### src/rtl/dbgd_pkg.sv
`timescale 1ns / 1ps
// ----------------------------------------------------------------------------
// dbgd_pkg
// Shared types, register indexes and action codes of the dual button gesture
// detector.
// ----------------------------------------------------------------------------
package dbgd_pkg;

  localparam int TIME_W      = 32;
  localparam int CFG_TIME_W  = 16;
  localparam int ACT_W       = 3;
  localparam int CFG_ADDR_W  = 5;
  localparam int CFG_DATA_W  = 32;
  localparam int RES_DEPTH   = 4;

  localparam logic [2:0] REG_DEBOUNCE   = 3'd0;
  localparam logic [2:0] REG_LONG_PRESS = 3'd1;
  localparam logic [2:0] REG_DBL_WINDOW = 3'd2;
  localparam logic [2:0] REG_ARM_REL    = 3'd3;
  localparam logic [2:0] REG_KEY_A_EN   = 3'd4;
  localparam logic [2:0] REG_KEY_B_EN   = 3'd5;

  localparam logic [15:0] DEBOUNCE_RST   = 16'd20;
  localparam logic [15:0] LONG_PRESS_RST = 16'd800;
  localparam logic [15:0] DBL_WINDOW_RST = 16'd300;
  localparam logic [15:0] ARM_REL_RST    = 16'd500;

  // Per-key gesture codes; the action code is the key base plus this code.
  localparam logic [1:0] GEST_CLICK  = 2'd0;
  localparam logic [1:0] GEST_LONG   = 2'd1;
  localparam logic [1:0] GEST_DOUBLE = 2'd2;

  localparam logic [2:0] ACT_A_BASE = 3'd0;
  localparam logic [2:0] ACT_B_BASE = 3'd3;

  typedef struct packed {
    logic [TIME_W-1:0] now_ms;
    logic              key_a_pressed;
    logic              key_b_pressed;
  } in_item_t;

  typedef struct packed {
    logic [ACT_W-1:0] action;
    logic             last;
  } out_item_t;

  typedef struct packed {
    logic load;
    logic level;
    logic arm;
    logic scan;
  } key_ctrl_t;

  typedef struct packed {
    logic [CFG_TIME_W-1:0] debounce_time;
    logic [CFG_TIME_W-1:0] long_press_time;
    logic [CFG_TIME_W-1:0] double_click_window;
  } key_cfg_t;

  typedef struct packed {
    logic       fire;
    logic [1:0] code;
  } key_res_t;

endpackage

### src/rtl/dual_button_gesture_detector.sv
`timescale 1ns / 1ps
// ----------------------------------------------------------------------------
// dual_button_gesture_detector
// Debounces two buttons and reports click, double click and long press
// actions after an arming interval with both keys released.
//
//   Channel   Direction  Handshake        Payload
//   in_       input      in_valid/stall   in_item_t: now_ms, key A, key B
//   out_      output     out_valid/stall  out_item_t: action, last
//   cfg       input      APB psel/penable six registers at 4*i
//
// A sample enters an input register and is evaluated once the result queue has
// room for two results, which updates all key state and queues zero, one or two
// results. One sample per cycle is sustained while the queue has that room; the
// result queue delivers one result per cycle while out_stall is low.
// The input stalls only while the result queue lacks room for two results.
// Reset is synchronous and restores the disarmed state and register defaults.
// ----------------------------------------------------------------------------
module dual_button_gesture_detector import dbgd_pkg::*; #(
  parameter int RES_FIFO_DEPTH = RES_DEPTH
) (
  input  logic                  clk,
  input  logic                  rst_n,
  input  logic                  in_valid,
  output logic                  in_stall,
  input  in_item_t              in_data,
  output logic                  out_valid,
  input  logic                  out_stall,
  output out_item_t             out_data,
  input  logic                  psel,
  input  logic                  penable,
  input  logic                  pwrite,
  input  logic [CFG_ADDR_W-1:0] paddr,
  input  logic [CFG_DATA_W-1:0] pwdata,
  output logic [CFG_DATA_W-1:0] prdata,
  output logic                  pready
);

  logic [CFG_TIME_W-1:0] debounce_r, long_press_r, dbl_window_r, arm_rel_r;
  logic                  key_a_en_r, key_b_en_r;
  logic                  cfg_wr;
  logic [2:0]            cfg_idx;

  logic                  in_vld_r, in_vld_nxt;
  in_item_t              in_r;
  logic                  accept;
  logic                  consume;
  logic                  room2;

  logic                  armed_r, armed_nxt;
  logic                  rel_timing_r, rel_timing_nxt;
  logic [TIME_W-1:0]     rel_since_r, rel_since_nxt;
  logic                  arm_go;
  logic                  held_a, held_b;
  logic [TIME_W-1:0]     d_rel;

  key_ctrl_t             ctrl_a, ctrl_b;
  key_cfg_t              key_cfg;
  key_res_t              res_a, res_b;
  logic [1:0]            push_n;
  out_item_t             push_d0, push_d1;
  out_item_t             item_a, item_b;

  assign pready  = 1'b1;
  assign cfg_idx = paddr[4:2];
  assign cfg_wr  = psel && penable && pwrite && pready;

  always_ff @(posedge clk) begin
    if (!rst_n) begin
      debounce_r   <= DEBOUNCE_RST;
      long_press_r <= LONG_PRESS_RST;
      dbl_window_r <= DBL_WINDOW_RST;
      arm_rel_r    <= ARM_REL_RST;
      key_a_en_r   <= 1'b1;
      key_b_en_r   <= 1'b1;
    end else if (cfg_wr) begin
      case (cfg_idx)
        REG_DEBOUNCE:   debounce_r   <= pwdata[CFG_TIME_W-1:0];
        REG_LONG_PRESS: long_press_r <= pwdata[CFG_TIME_W-1:0];
        REG_DBL_WINDOW: dbl_window_r <= pwdata[CFG_TIME_W-1:0];
        REG_ARM_REL:    arm_rel_r    <= pwdata[CFG_TIME_W-1:0];
        REG_KEY_A_EN:   key_a_en_r   <= pwdata[0];
        REG_KEY_B_EN:   key_b_en_r   <= pwdata[0];
        default: ;
      endcase
    end
  end

  always_comb begin
    case (cfg_idx)
      REG_DEBOUNCE:   prdata = {{(CFG_DATA_W-CFG_TIME_W){1'b0}}, debounce_r};
      REG_LONG_PRESS: prdata = {{(CFG_DATA_W-CFG_TIME_W){1'b0}}, long_press_r};
      REG_DBL_WINDOW: prdata = {{(CFG_DATA_W-CFG_TIME_W){1'b0}}, dbl_window_r};
      REG_ARM_REL:    prdata = {{(CFG_DATA_W-CFG_TIME_W){1'b0}}, arm_rel_r};
      REG_KEY_A_EN:   prdata = {{(CFG_DATA_W-1){1'b0}}, key_a_en_r};
      REG_KEY_B_EN:   prdata = {{(CFG_DATA_W-1){1'b0}}, key_b_en_r};
      default:        prdata = '0;
    endcase
  end

  assign consume  = in_vld_r && room2;
  assign in_stall = in_vld_r && !consume;
  assign accept   = in_valid && !in_stall;

  always_comb begin
    in_vld_nxt = in_vld_r;
    if (accept) begin
      in_vld_nxt = 1'b1;
    end else if (consume) begin
      in_vld_nxt = 1'b0;
    end
  end

  always_ff @(posedge clk) begin
    if (!rst_n) begin
      in_vld_r <= 1'b0;
    end else begin
      in_vld_r <= in_vld_nxt;
    end
  end

  always_ff @(posedge clk) begin
    if (accept) begin
      in_r <= in_data;
    end
  end

  assign held_a = key_a_en_r && in_r.key_a_pressed;
  assign held_b = key_b_en_r && in_r.key_b_pressed;
  assign d_rel  = in_r.now_ms - rel_since_r;

  always_comb begin
    armed_nxt      = armed_r;
    rel_timing_nxt = rel_timing_r;
    rel_since_nxt  = rel_since_r;
    arm_go         = 1'b0;
    if (consume && !armed_r) begin
      if (held_a || held_b) begin
        rel_timing_nxt = 1'b0;
        rel_since_nxt  = '0;
      end else if (!rel_timing_r) begin
        rel_timing_nxt = 1'b1;
        rel_since_nxt  = in_r.now_ms;
      end else if (d_rel >= {{(TIME_W-CFG_TIME_W){1'b0}}, arm_rel_r}) begin
        arm_go    = 1'b1;
        armed_nxt = 1'b1;
      end
    end
  end

  always_ff @(posedge clk) begin
    if (!rst_n) begin
      armed_r      <= 1'b0;
      rel_timing_r <= 1'b0;
      rel_since_r  <= '0;
    end else begin
      armed_r      <= armed_nxt;
      rel_timing_r <= rel_timing_nxt;
      rel_since_r  <= rel_since_nxt;
    end
  end

  assign key_cfg.debounce_time       = debounce_r;
  assign key_cfg.long_press_time     = long_press_r;
  assign key_cfg.double_click_window = dbl_window_r;

  assign ctrl_a.load  = consume && !armed_r;
  assign ctrl_a.level = held_a;
  assign ctrl_a.arm   = arm_go;
  assign ctrl_a.scan  = consume && (armed_r || arm_go) && key_a_en_r;

  assign ctrl_b.load  = consume && !armed_r;
  assign ctrl_b.level = held_b;
  assign ctrl_b.arm   = arm_go;
  assign ctrl_b.scan  = consume && (armed_r || arm_go) && key_b_en_r;

  dbgd_key u_key_a (
    .clk     (clk),
    .rst_n   (rst_n),
    .ctrl    (ctrl_a),
    .cfg     (key_cfg),
    .now_ms  (in_r.now_ms),
    .pressed (in_r.key_a_pressed),
    .res     (res_a)
  );

  dbgd_key u_key_b (
    .clk     (clk),
    .rst_n   (rst_n),
    .ctrl    (ctrl_b),
    .cfg     (key_cfg),
    .now_ms  (in_r.now_ms),
    .pressed (in_r.key_b_pressed),
    .res     (res_b)
  );

  assign item_a.action = ACT_A_BASE + {1'b0, res_a.code};
  assign item_b.action = ACT_B_BASE + {1'b0, res_b.code};
  assign item_a.last   = !res_b.fire;
  assign item_b.last   = 1'b1;

  always_comb begin
    push_n  = {1'b0, res_a.fire} + {1'b0, res_b.fire};
    push_d0 = res_a.fire ? item_a : item_b;
    push_d1 = item_b;
  end

  dbgd_res_fifo #(
    .DEPTH (RES_FIFO_DEPTH)
  ) u_res_fifo (
    .clk       (clk),
    .rst_n     (rst_n),
    .push_n    (push_n),
    .push_d0   (push_d0),
    .push_d1   (push_d1),
    .room2     (room2),
    .out_valid (out_valid),
    .out_stall (out_stall),
    .out_data  (out_data)
  );

endmodule

### src/rtl/dbgd_key.sv
`timescale 1ns / 1ps
// ----------------------------------------------------------------------------
// dbgd_key
// State and gesture logic of one key: debounce, long press, double click and
// single click after the double-click window.
// ----------------------------------------------------------------------------
module dbgd_key import dbgd_pkg::*; (
  input  logic              clk,
  input  logic              rst_n,
  input  key_ctrl_t         ctrl,
  input  key_cfg_t          cfg,
  input  logic [TIME_W-1:0] now_ms,
  input  logic              pressed,
  output key_res_t          res
);

  logic              raw_r, raw_nxt;
  logic              stable_r, stable_nxt;
  logic              long_rep_r, long_rep_nxt;
  logic [1:0]        clicks_r, clicks_nxt;
  logic [TIME_W-1:0] raw_time_r, raw_time_nxt;
  logic [TIME_W-1:0] press_time_r, press_time_nxt;
  logic [TIME_W-1:0] rel_time_r, rel_time_nxt;

  always_comb begin
    logic [TIME_W-1:0] d_deb;
    logic [TIME_W-1:0] d_long;
    logic [TIME_W-1:0] d_rel;
    d_deb          = '0;
    d_long         = '0;
    d_rel          = '0;
    raw_nxt        = raw_r;
    stable_nxt     = stable_r;
    long_rep_nxt   = long_rep_r;
    clicks_nxt     = clicks_r;
    raw_time_nxt   = raw_time_r;
    press_time_nxt = press_time_r;
    rel_time_nxt   = rel_time_r;
    res            = '0;
    if (ctrl.load) begin
      raw_nxt    = ctrl.level;
      stable_nxt = ctrl.level;
      clicks_nxt = 2'd0;
    end
    if (ctrl.arm) begin
      raw_time_nxt = now_ms;
    end
    if (ctrl.scan) begin
      if (pressed != raw_nxt) begin
        raw_nxt      = pressed;
        raw_time_nxt = now_ms;
      end
      d_deb = now_ms - raw_time_nxt;
      if (d_deb >= {{(TIME_W-CFG_TIME_W){1'b0}}, cfg.debounce_time} &&
          pressed != stable_nxt) begin
        stable_nxt = pressed;
        if (pressed) begin
          press_time_nxt = now_ms;
          long_rep_nxt   = 1'b0;
        end else if (!long_rep_nxt) begin
          clicks_nxt   = clicks_nxt + 2'd1;
          rel_time_nxt = now_ms;
          if (clicks_nxt >= 2'd2) begin
            res.fire   = 1'b1;
            res.code   = GEST_DOUBLE;
            clicks_nxt = 2'd0;
          end
        end
      end
      d_long = now_ms - press_time_nxt;
      if (stable_nxt && !long_rep_nxt &&
          d_long >= {{(TIME_W-CFG_TIME_W){1'b0}}, cfg.long_press_time}) begin
        long_rep_nxt = 1'b1;
        clicks_nxt   = 2'd0;
        res.fire     = 1'b1;
        res.code     = GEST_LONG;
      end
      d_rel = now_ms - rel_time_nxt;
      if (!stable_nxt && clicks_nxt == 2'd1 &&
          d_rel >= {{(TIME_W-CFG_TIME_W){1'b0}}, cfg.double_click_window}) begin
        res.fire   = 1'b1;
        res.code   = GEST_CLICK;
        clicks_nxt = 2'd0;
      end
    end
  end

  always_ff @(posedge clk) begin
    if (!rst_n) begin
      raw_r        <= 1'b0;
      stable_r     <= 1'b0;
      long_rep_r   <= 1'b0;
      clicks_r     <= 2'd0;
      raw_time_r   <= '0;
      press_time_r <= '0;
      rel_time_r   <= '0;
    end else begin
      raw_r        <= raw_nxt;
      stable_r     <= stable_nxt;
      long_rep_r   <= long_rep_nxt;
      clicks_r     <= clicks_nxt;
      raw_time_r   <= raw_time_nxt;
      press_time_r <= press_time_nxt;
      rel_time_r   <= rel_time_nxt;
    end
  end

endmodule

### src/rtl/dbgd_res_fifo.sv
`timescale 1ns / 1ps
// ----------------------------------------------------------------------------
// dbgd_res_fifo
// Result queue that takes up to two results per cycle and delivers one per
// cycle on the output channel while out_stall is low.
// ----------------------------------------------------------------------------
module dbgd_res_fifo import dbgd_pkg::*; #(
  parameter int DEPTH = RES_DEPTH
) (
  input  logic      clk,
  input  logic      rst_n,
  input  logic [1:0] push_n,
  input  out_item_t push_d0,
  input  out_item_t push_d1,
  output logic      room2,
  output logic      out_valid,
  input  logic      out_stall,
  output out_item_t out_data
);

  localparam int PW = (DEPTH > 1) ? $clog2(DEPTH) : 1;
  localparam int CW = $clog2(DEPTH + 1);

  out_item_t         mem_r [DEPTH];
  logic [PW-1:0]     wr_r, wr_nxt, wr1;
  logic [PW-1:0]     rd_r, rd_nxt;
  logic [CW-1:0]     cnt_r, cnt_nxt;
  logic              pop;

  function automatic logic [PW-1:0] ptr_inc(input logic [PW-1:0] p);
    ptr_inc = (p == PW'(DEPTH - 1)) ? '0 : p + PW'(1);
  endfunction

  assign out_valid = (cnt_r != '0);
  assign out_data  = mem_r[rd_r];
  assign pop       = out_valid && !out_stall;
  assign room2     = (cnt_r <= CW'(DEPTH - 2));
  assign wr1       = ptr_inc(wr_r);

  always_comb begin
    wr_nxt  = wr_r;
    rd_nxt  = rd_r;
    cnt_nxt = cnt_r + CW'(push_n) - CW'(pop);
    if (push_n == 2'd1) begin
      wr_nxt = wr1;
    end else if (push_n == 2'd2) begin
      wr_nxt = ptr_inc(wr1);
    end
    if (pop) begin
      rd_nxt = ptr_inc(rd_r);
    end
  end

  always_ff @(posedge clk) begin
    if (!rst_n) begin
      wr_r  <= '0;
      rd_r  <= '0;
      cnt_r <= '0;
    end else begin
      wr_r  <= wr_nxt;
      rd_r  <= rd_nxt;
      cnt_r <= cnt_nxt;
    end
  end

  always_ff @(posedge clk) begin
    if (push_n != 2'd0) begin
      mem_r[wr_r] <= push_d0;
    end
    if (push_n == 2'd2) begin
      mem_r[wr1] <= push_d1;
    end
  end

endmodule

### config.mk
export PLATFORM = sky130hd
export DESIGN_NAME = dual_button_gesture_detector
export DESIGN_NICKNAME = d
export VERILOG_FILES = /design/src/rtl/dbgd_pkg.sv /design/src/rtl/dual_button_gesture_detector.sv /design/src/rtl/dbgd_key.sv /design/src/rtl/dbgd_res_fifo.sv
export SDC_FILE = /design/constraint.sdc
export NUM_CORES = 2
export LEC_CHECK = 0
export ABC_AREA = 0
export BUFFER_PORTS_ARGS = -buffer_cell sky130_fd_sc_hd__buf_4
export CAP_MARGIN = 10
export CORE_UTILIZATION = 48
export DETAILED_ROUTE_END_ITERATION = 6
export GPL_TIMING_DRIVEN = 0
export SLEW_MARGIN = 5
export SYNTH_ARGS = -nofsm -noshare
export SYNTH_HDL_FRONTEND = slang
export SYNTH_SLANG_ARGS = --single-unit
export TNS_END_PERCENT = 10
### constraint.sdc
create_clock -name clk -period 19.7 [get_ports clk]
set_input_delay 4.925 -clock clk [delete_from_list [all_inputs] [get_ports clk]]
set_output_delay 4.925 -clock clk [all_outputs]
set_load 0.02 [all_outputs]
==> metrics.md <==
| Metric | Value |
|---|---|
| Longest Clk Path Bufs | `3` |
| Syn_area_per_cell | `7.746 um2` |
| Most frequent cells in the layout | `688 x nand2_1, 316 x dfxtp_1, 312 x ha_1` |
| I/O pin count | `117` |
| Commonest non-fill, non-tap cell in the layout | `nand2_1` |
| Fraction of synthesized cell area in xor and xnor cells | `3.493%` |
| Pre-antenna DRT Iters | `6` |
| Setup Skew | `0.03500 ns` |
| # DRC | `0` |
| Hpwl dp | `104.7 mm` |
| Worst EP required | `20.20 ns` |
| Fillers | `6762` |
| CTS Hold Bufs | `0` |
| Run status | `finished clean` |
| Vias per inst | `6.178` |
| Cells after Synth | `4370` |
| Worst-Margin Slew | `1.387 ns` |
| Worst setup margin | `0.6191 ns` |
| Crit end category | `flip-flop` |
| Average wire per standard cell | `24.49 um` |
| TritonCTS clock tree | `done` |
| Max Slew Vio Count | `0` |
| Max_slew headroom | `6.890%` |
| Initial antenna violation count | `4` |
| Crit path largest cell delay | `1.00 ns` |
| Crit Path Max Fanout | `10` |
| Num CTS Buffers | `46` |
| Clock sinks | `362` |
| Routability congestion estimate | `0.9939` |
| Register area share after synthesis | `22.77%` |
| Worst vdd ir | `0.06521 mV` |
| Largest net degree at the start of global routing | `25` |
| EDFF count, synth | `46` |
| Final WL | `135.0 mm` |
| Ys async rst share | `0%` |
| Post-Synth Simple-Gate Area | `21.49%` |
| Mux cell area share after synthesis | `6.509%` |
| Yosys warns | `0` |
| Final period util | `96.86%` |
| Antenna-violating nets left | `0` |
| Share of layout cells above drive strength 1 | `8.259%` |
| Initial Utilization | `48.92%` |
| Worst-Skew Late Latency | `0.61 ns` |
| Root Buffer | `clkbuf_16` |
| Tmin final | `19.08 ns` |
| Seq cells post-synth | `362` |
| First-pass GRT wire length | `197.7 mm` |
| LEAKAGE | `15.74 nW` |
| Max Cap Violations | `0` |
| Grt ovf | `0` |
| Hold Vio Cnt, Final | `0` |
| Layout Utilization | `54.84%` |
| Area grow syn2layout | `12.09%` |
| Final setup viols | `0` |
| Total vias in the final route | `34045` |
| Total power | `3.055 mW` |
| Die ar. | `71580 um2` |
| H-tree levels | `2` |
| Count of cell types in the netlist | `117` |
| Largest family of logic cells by synthesized area | `compound AO/OA/AOI/OAI gates` |
| Pwr dens | `80.53 nW/um2` |
| Core area | `69190 um2` |
| Complex-gate fraction of the synthesized area | `27.48%` |
| Max Clock Freq | `0.05241 GHz` |
| Ys flop type | `dfxtp_1` |
| Worst path most repeated cell | `o21ai_0` |
| Die width | `267.6 um` |
| Die H | `267.6 um` |
| Adder-Cell Fraction of Synth Area | `12.92%` |
| Worst slack, placed | `-4.603 ns` |
| Final nets | `4944` |
| Critical setup path kind | `reg -> reg` |
| Arrival time worst endpoint | `19.58 ns` |
| Site row count | `96` |
| Clock transition at path regs | `0.06 ns` |
| Hold Crit Class | `reg -> reg` |
| Worst Setup Start Kind | `flip-flop` |
| Gr usage total | `36.88%` |
| CP max stage cell | `edfxtp_1` |
| PortBufs | `78` |
| Iteration-0 DRC count of the detailed router | `3029` |
| Via count of the first global-routing pass | `31813` |
| Netlist Area Pre-Place | `33850 um2` |
-- layer usage --
| layer | wire length, um | vias to the layer above | track usage [%] |
|---|---|---|---|
| met1 | 56820 | 16156 | 47.07 |
| met4 | 8668 | 0 | 21.59 |
| met5 | 0 | - | 0 |
| met2 | 59540 | 1366 | 58.86 |
| met3 | 9959 | 337 | 5.645 |
| li1 | - | 16186 | - |
-- synth_stat cells, types with 32 or more instances --
cell,instances,area share (%)
nand3_1,91,1.3
a21boi_0,167,3.7
nor2_1,271,3.0
a211oi_1,32,0.71
a22oi_1,43,0.95
a21o_1,144,3.2
o21a_1,32,0.71
a31oi_1,41,0.76
inv_1,185,2.1
o21ai_0,191,2.8
ha_1,320,12
nor3_1,80,1.2
clkbuf_1,205,2.3
xor2_1,55,1.4
dfxtp_1,316,19
nor2b_1,105,1.9
a21oi_1,280,4.1
nand2_1,688,7.6
xnor2_1,80,2.1
o211ai_1,52,1.2
nand2b_1,76,1.4
mux2i_1,165,4.9
edfxtp_1,46,4.1
o211a_1,92,2.7
nand4_1,49,0.91
and3_1,40,0.74
-- worst max-delay path: cells and delay by family (launching register included) --
kind            cells  cell delay (ns)
compound gates     45             9.97
fa+ha+maj          10             2.99
simple gates       16             2.85
buf+inv             8             1.27
flops               1             1.00
xor+xnor            5             0.86
-- kinds of logic (layout without fill, tap and decap cells) --
group / count (synthesis) / in the layout
buffers and inverters: 450 / 642
XOR/XNOR: 135 / 135
other: 2 / 20
AND/OR/NAND/NOR: 1548 / 1548
adder cells (fa/ha/maj): 351 / 351
AO/OA/AOI/OAI: 1328 / 1328
flip-flops: 362 / 362
multiplexers: 194 / 194
-- cell type report --
| class | instances | area, um2 | share of cell area (%) |
|---|---|---|---|
| Sequential cell | 362 | 7707 | 20.31 |
| Inverter | 187 | 709.4 | 1.870 |
| Clock buffer | 61 | 1310 | 3.453 |
| Clock inverter | 24 | 306.5 | 0.8079 |
| Timing Repair Buffer | 113 | 873.3 | 2.302 |
| Antenna cell | 3 | 7.507 | 0.01979 |
| Buffer | 257 | 1152 | 3.037 |
| Tap cell | 931 | 1165 | 3.070 |
| Multi-Input combinational cell | 3573 | 24710 | 65.13 |
-- timing repair --
item | in CTS | in global routing
pin swaps | 4 | 16
resized for setup | 51 | 46
setup endpoints to repair | 39 | 33
gates cloned | 0 | 0
buffers inserted | 10 | 23
-- state kept, by name, indices dropped and copies added, names as in the netlist, 2 cells and up, named ones only --
name	count
in_r	34
rel_since_r	32
u_key_a.press_time_r	32
u_key_a.raw_time_r	32
u_key_a.rel_time_r	32
u_key_b.press_time_r	32
u_key_b.raw_time_r	32
u_key_b.rel_time_r	32
arm_rel_r	16
dbl_window_r	16
debounce_r	16
long_press_r	16
u_res_fifo.mem_r	16
u_res_fifo.cnt_r	3
u_key_a.clicks_r	2
u_key_b.clicks_r	2
u_res_fifo.rd_r	2
u_res_fifo.wr_r	2
-- power by group --
group / leakage, nW / switching, mW / internal [mW]
logic: 11.9 / 0.828 / 0.500
clock network: 0.794 / 0.367 / 0.549
registers: 3.01 / 0.0450 / 0.766
-- path summary, 6_finish.rpt --
path / startpoint / to / slack, ns / depth (start not counted)
worst min register to register: u_key_b.raw_time_r[25] / u_key_b.raw_time_r[25] / 0.46 / 2
worst max-delay path: in_r[14] / u_res_fifo.cnt_r[2] / 0.62 / 84
worst min-delay path: u_key_b.raw_time_r[25] / u_key_b.raw_time_r[25] / 0.46 / 2
worst max register to register: in_r[14] / u_res_fifo.cnt_r[2] / 0.62 / 84
-- per-stage QoR --
stage / std cells / hold WS, ns / instance area (um2) / TNS, ns
2_1_floorplan: 4385 / 0.4373 / 33910 / 0
3_3_place_gp: 5394 / 0.4484 / 35660 / -157.54
3_5_place_dp: 5396 / 0.4547 / 35700 / -150.83
4_1_cts: 5486 / 0.4631 / 37570 / 0
5_1_grt: 5508 / 0.4793 / 37930 / -0.1286
6_report: 5511 / 0.4628 / 37940 / 0
Power figures use the tool's default switching activity.
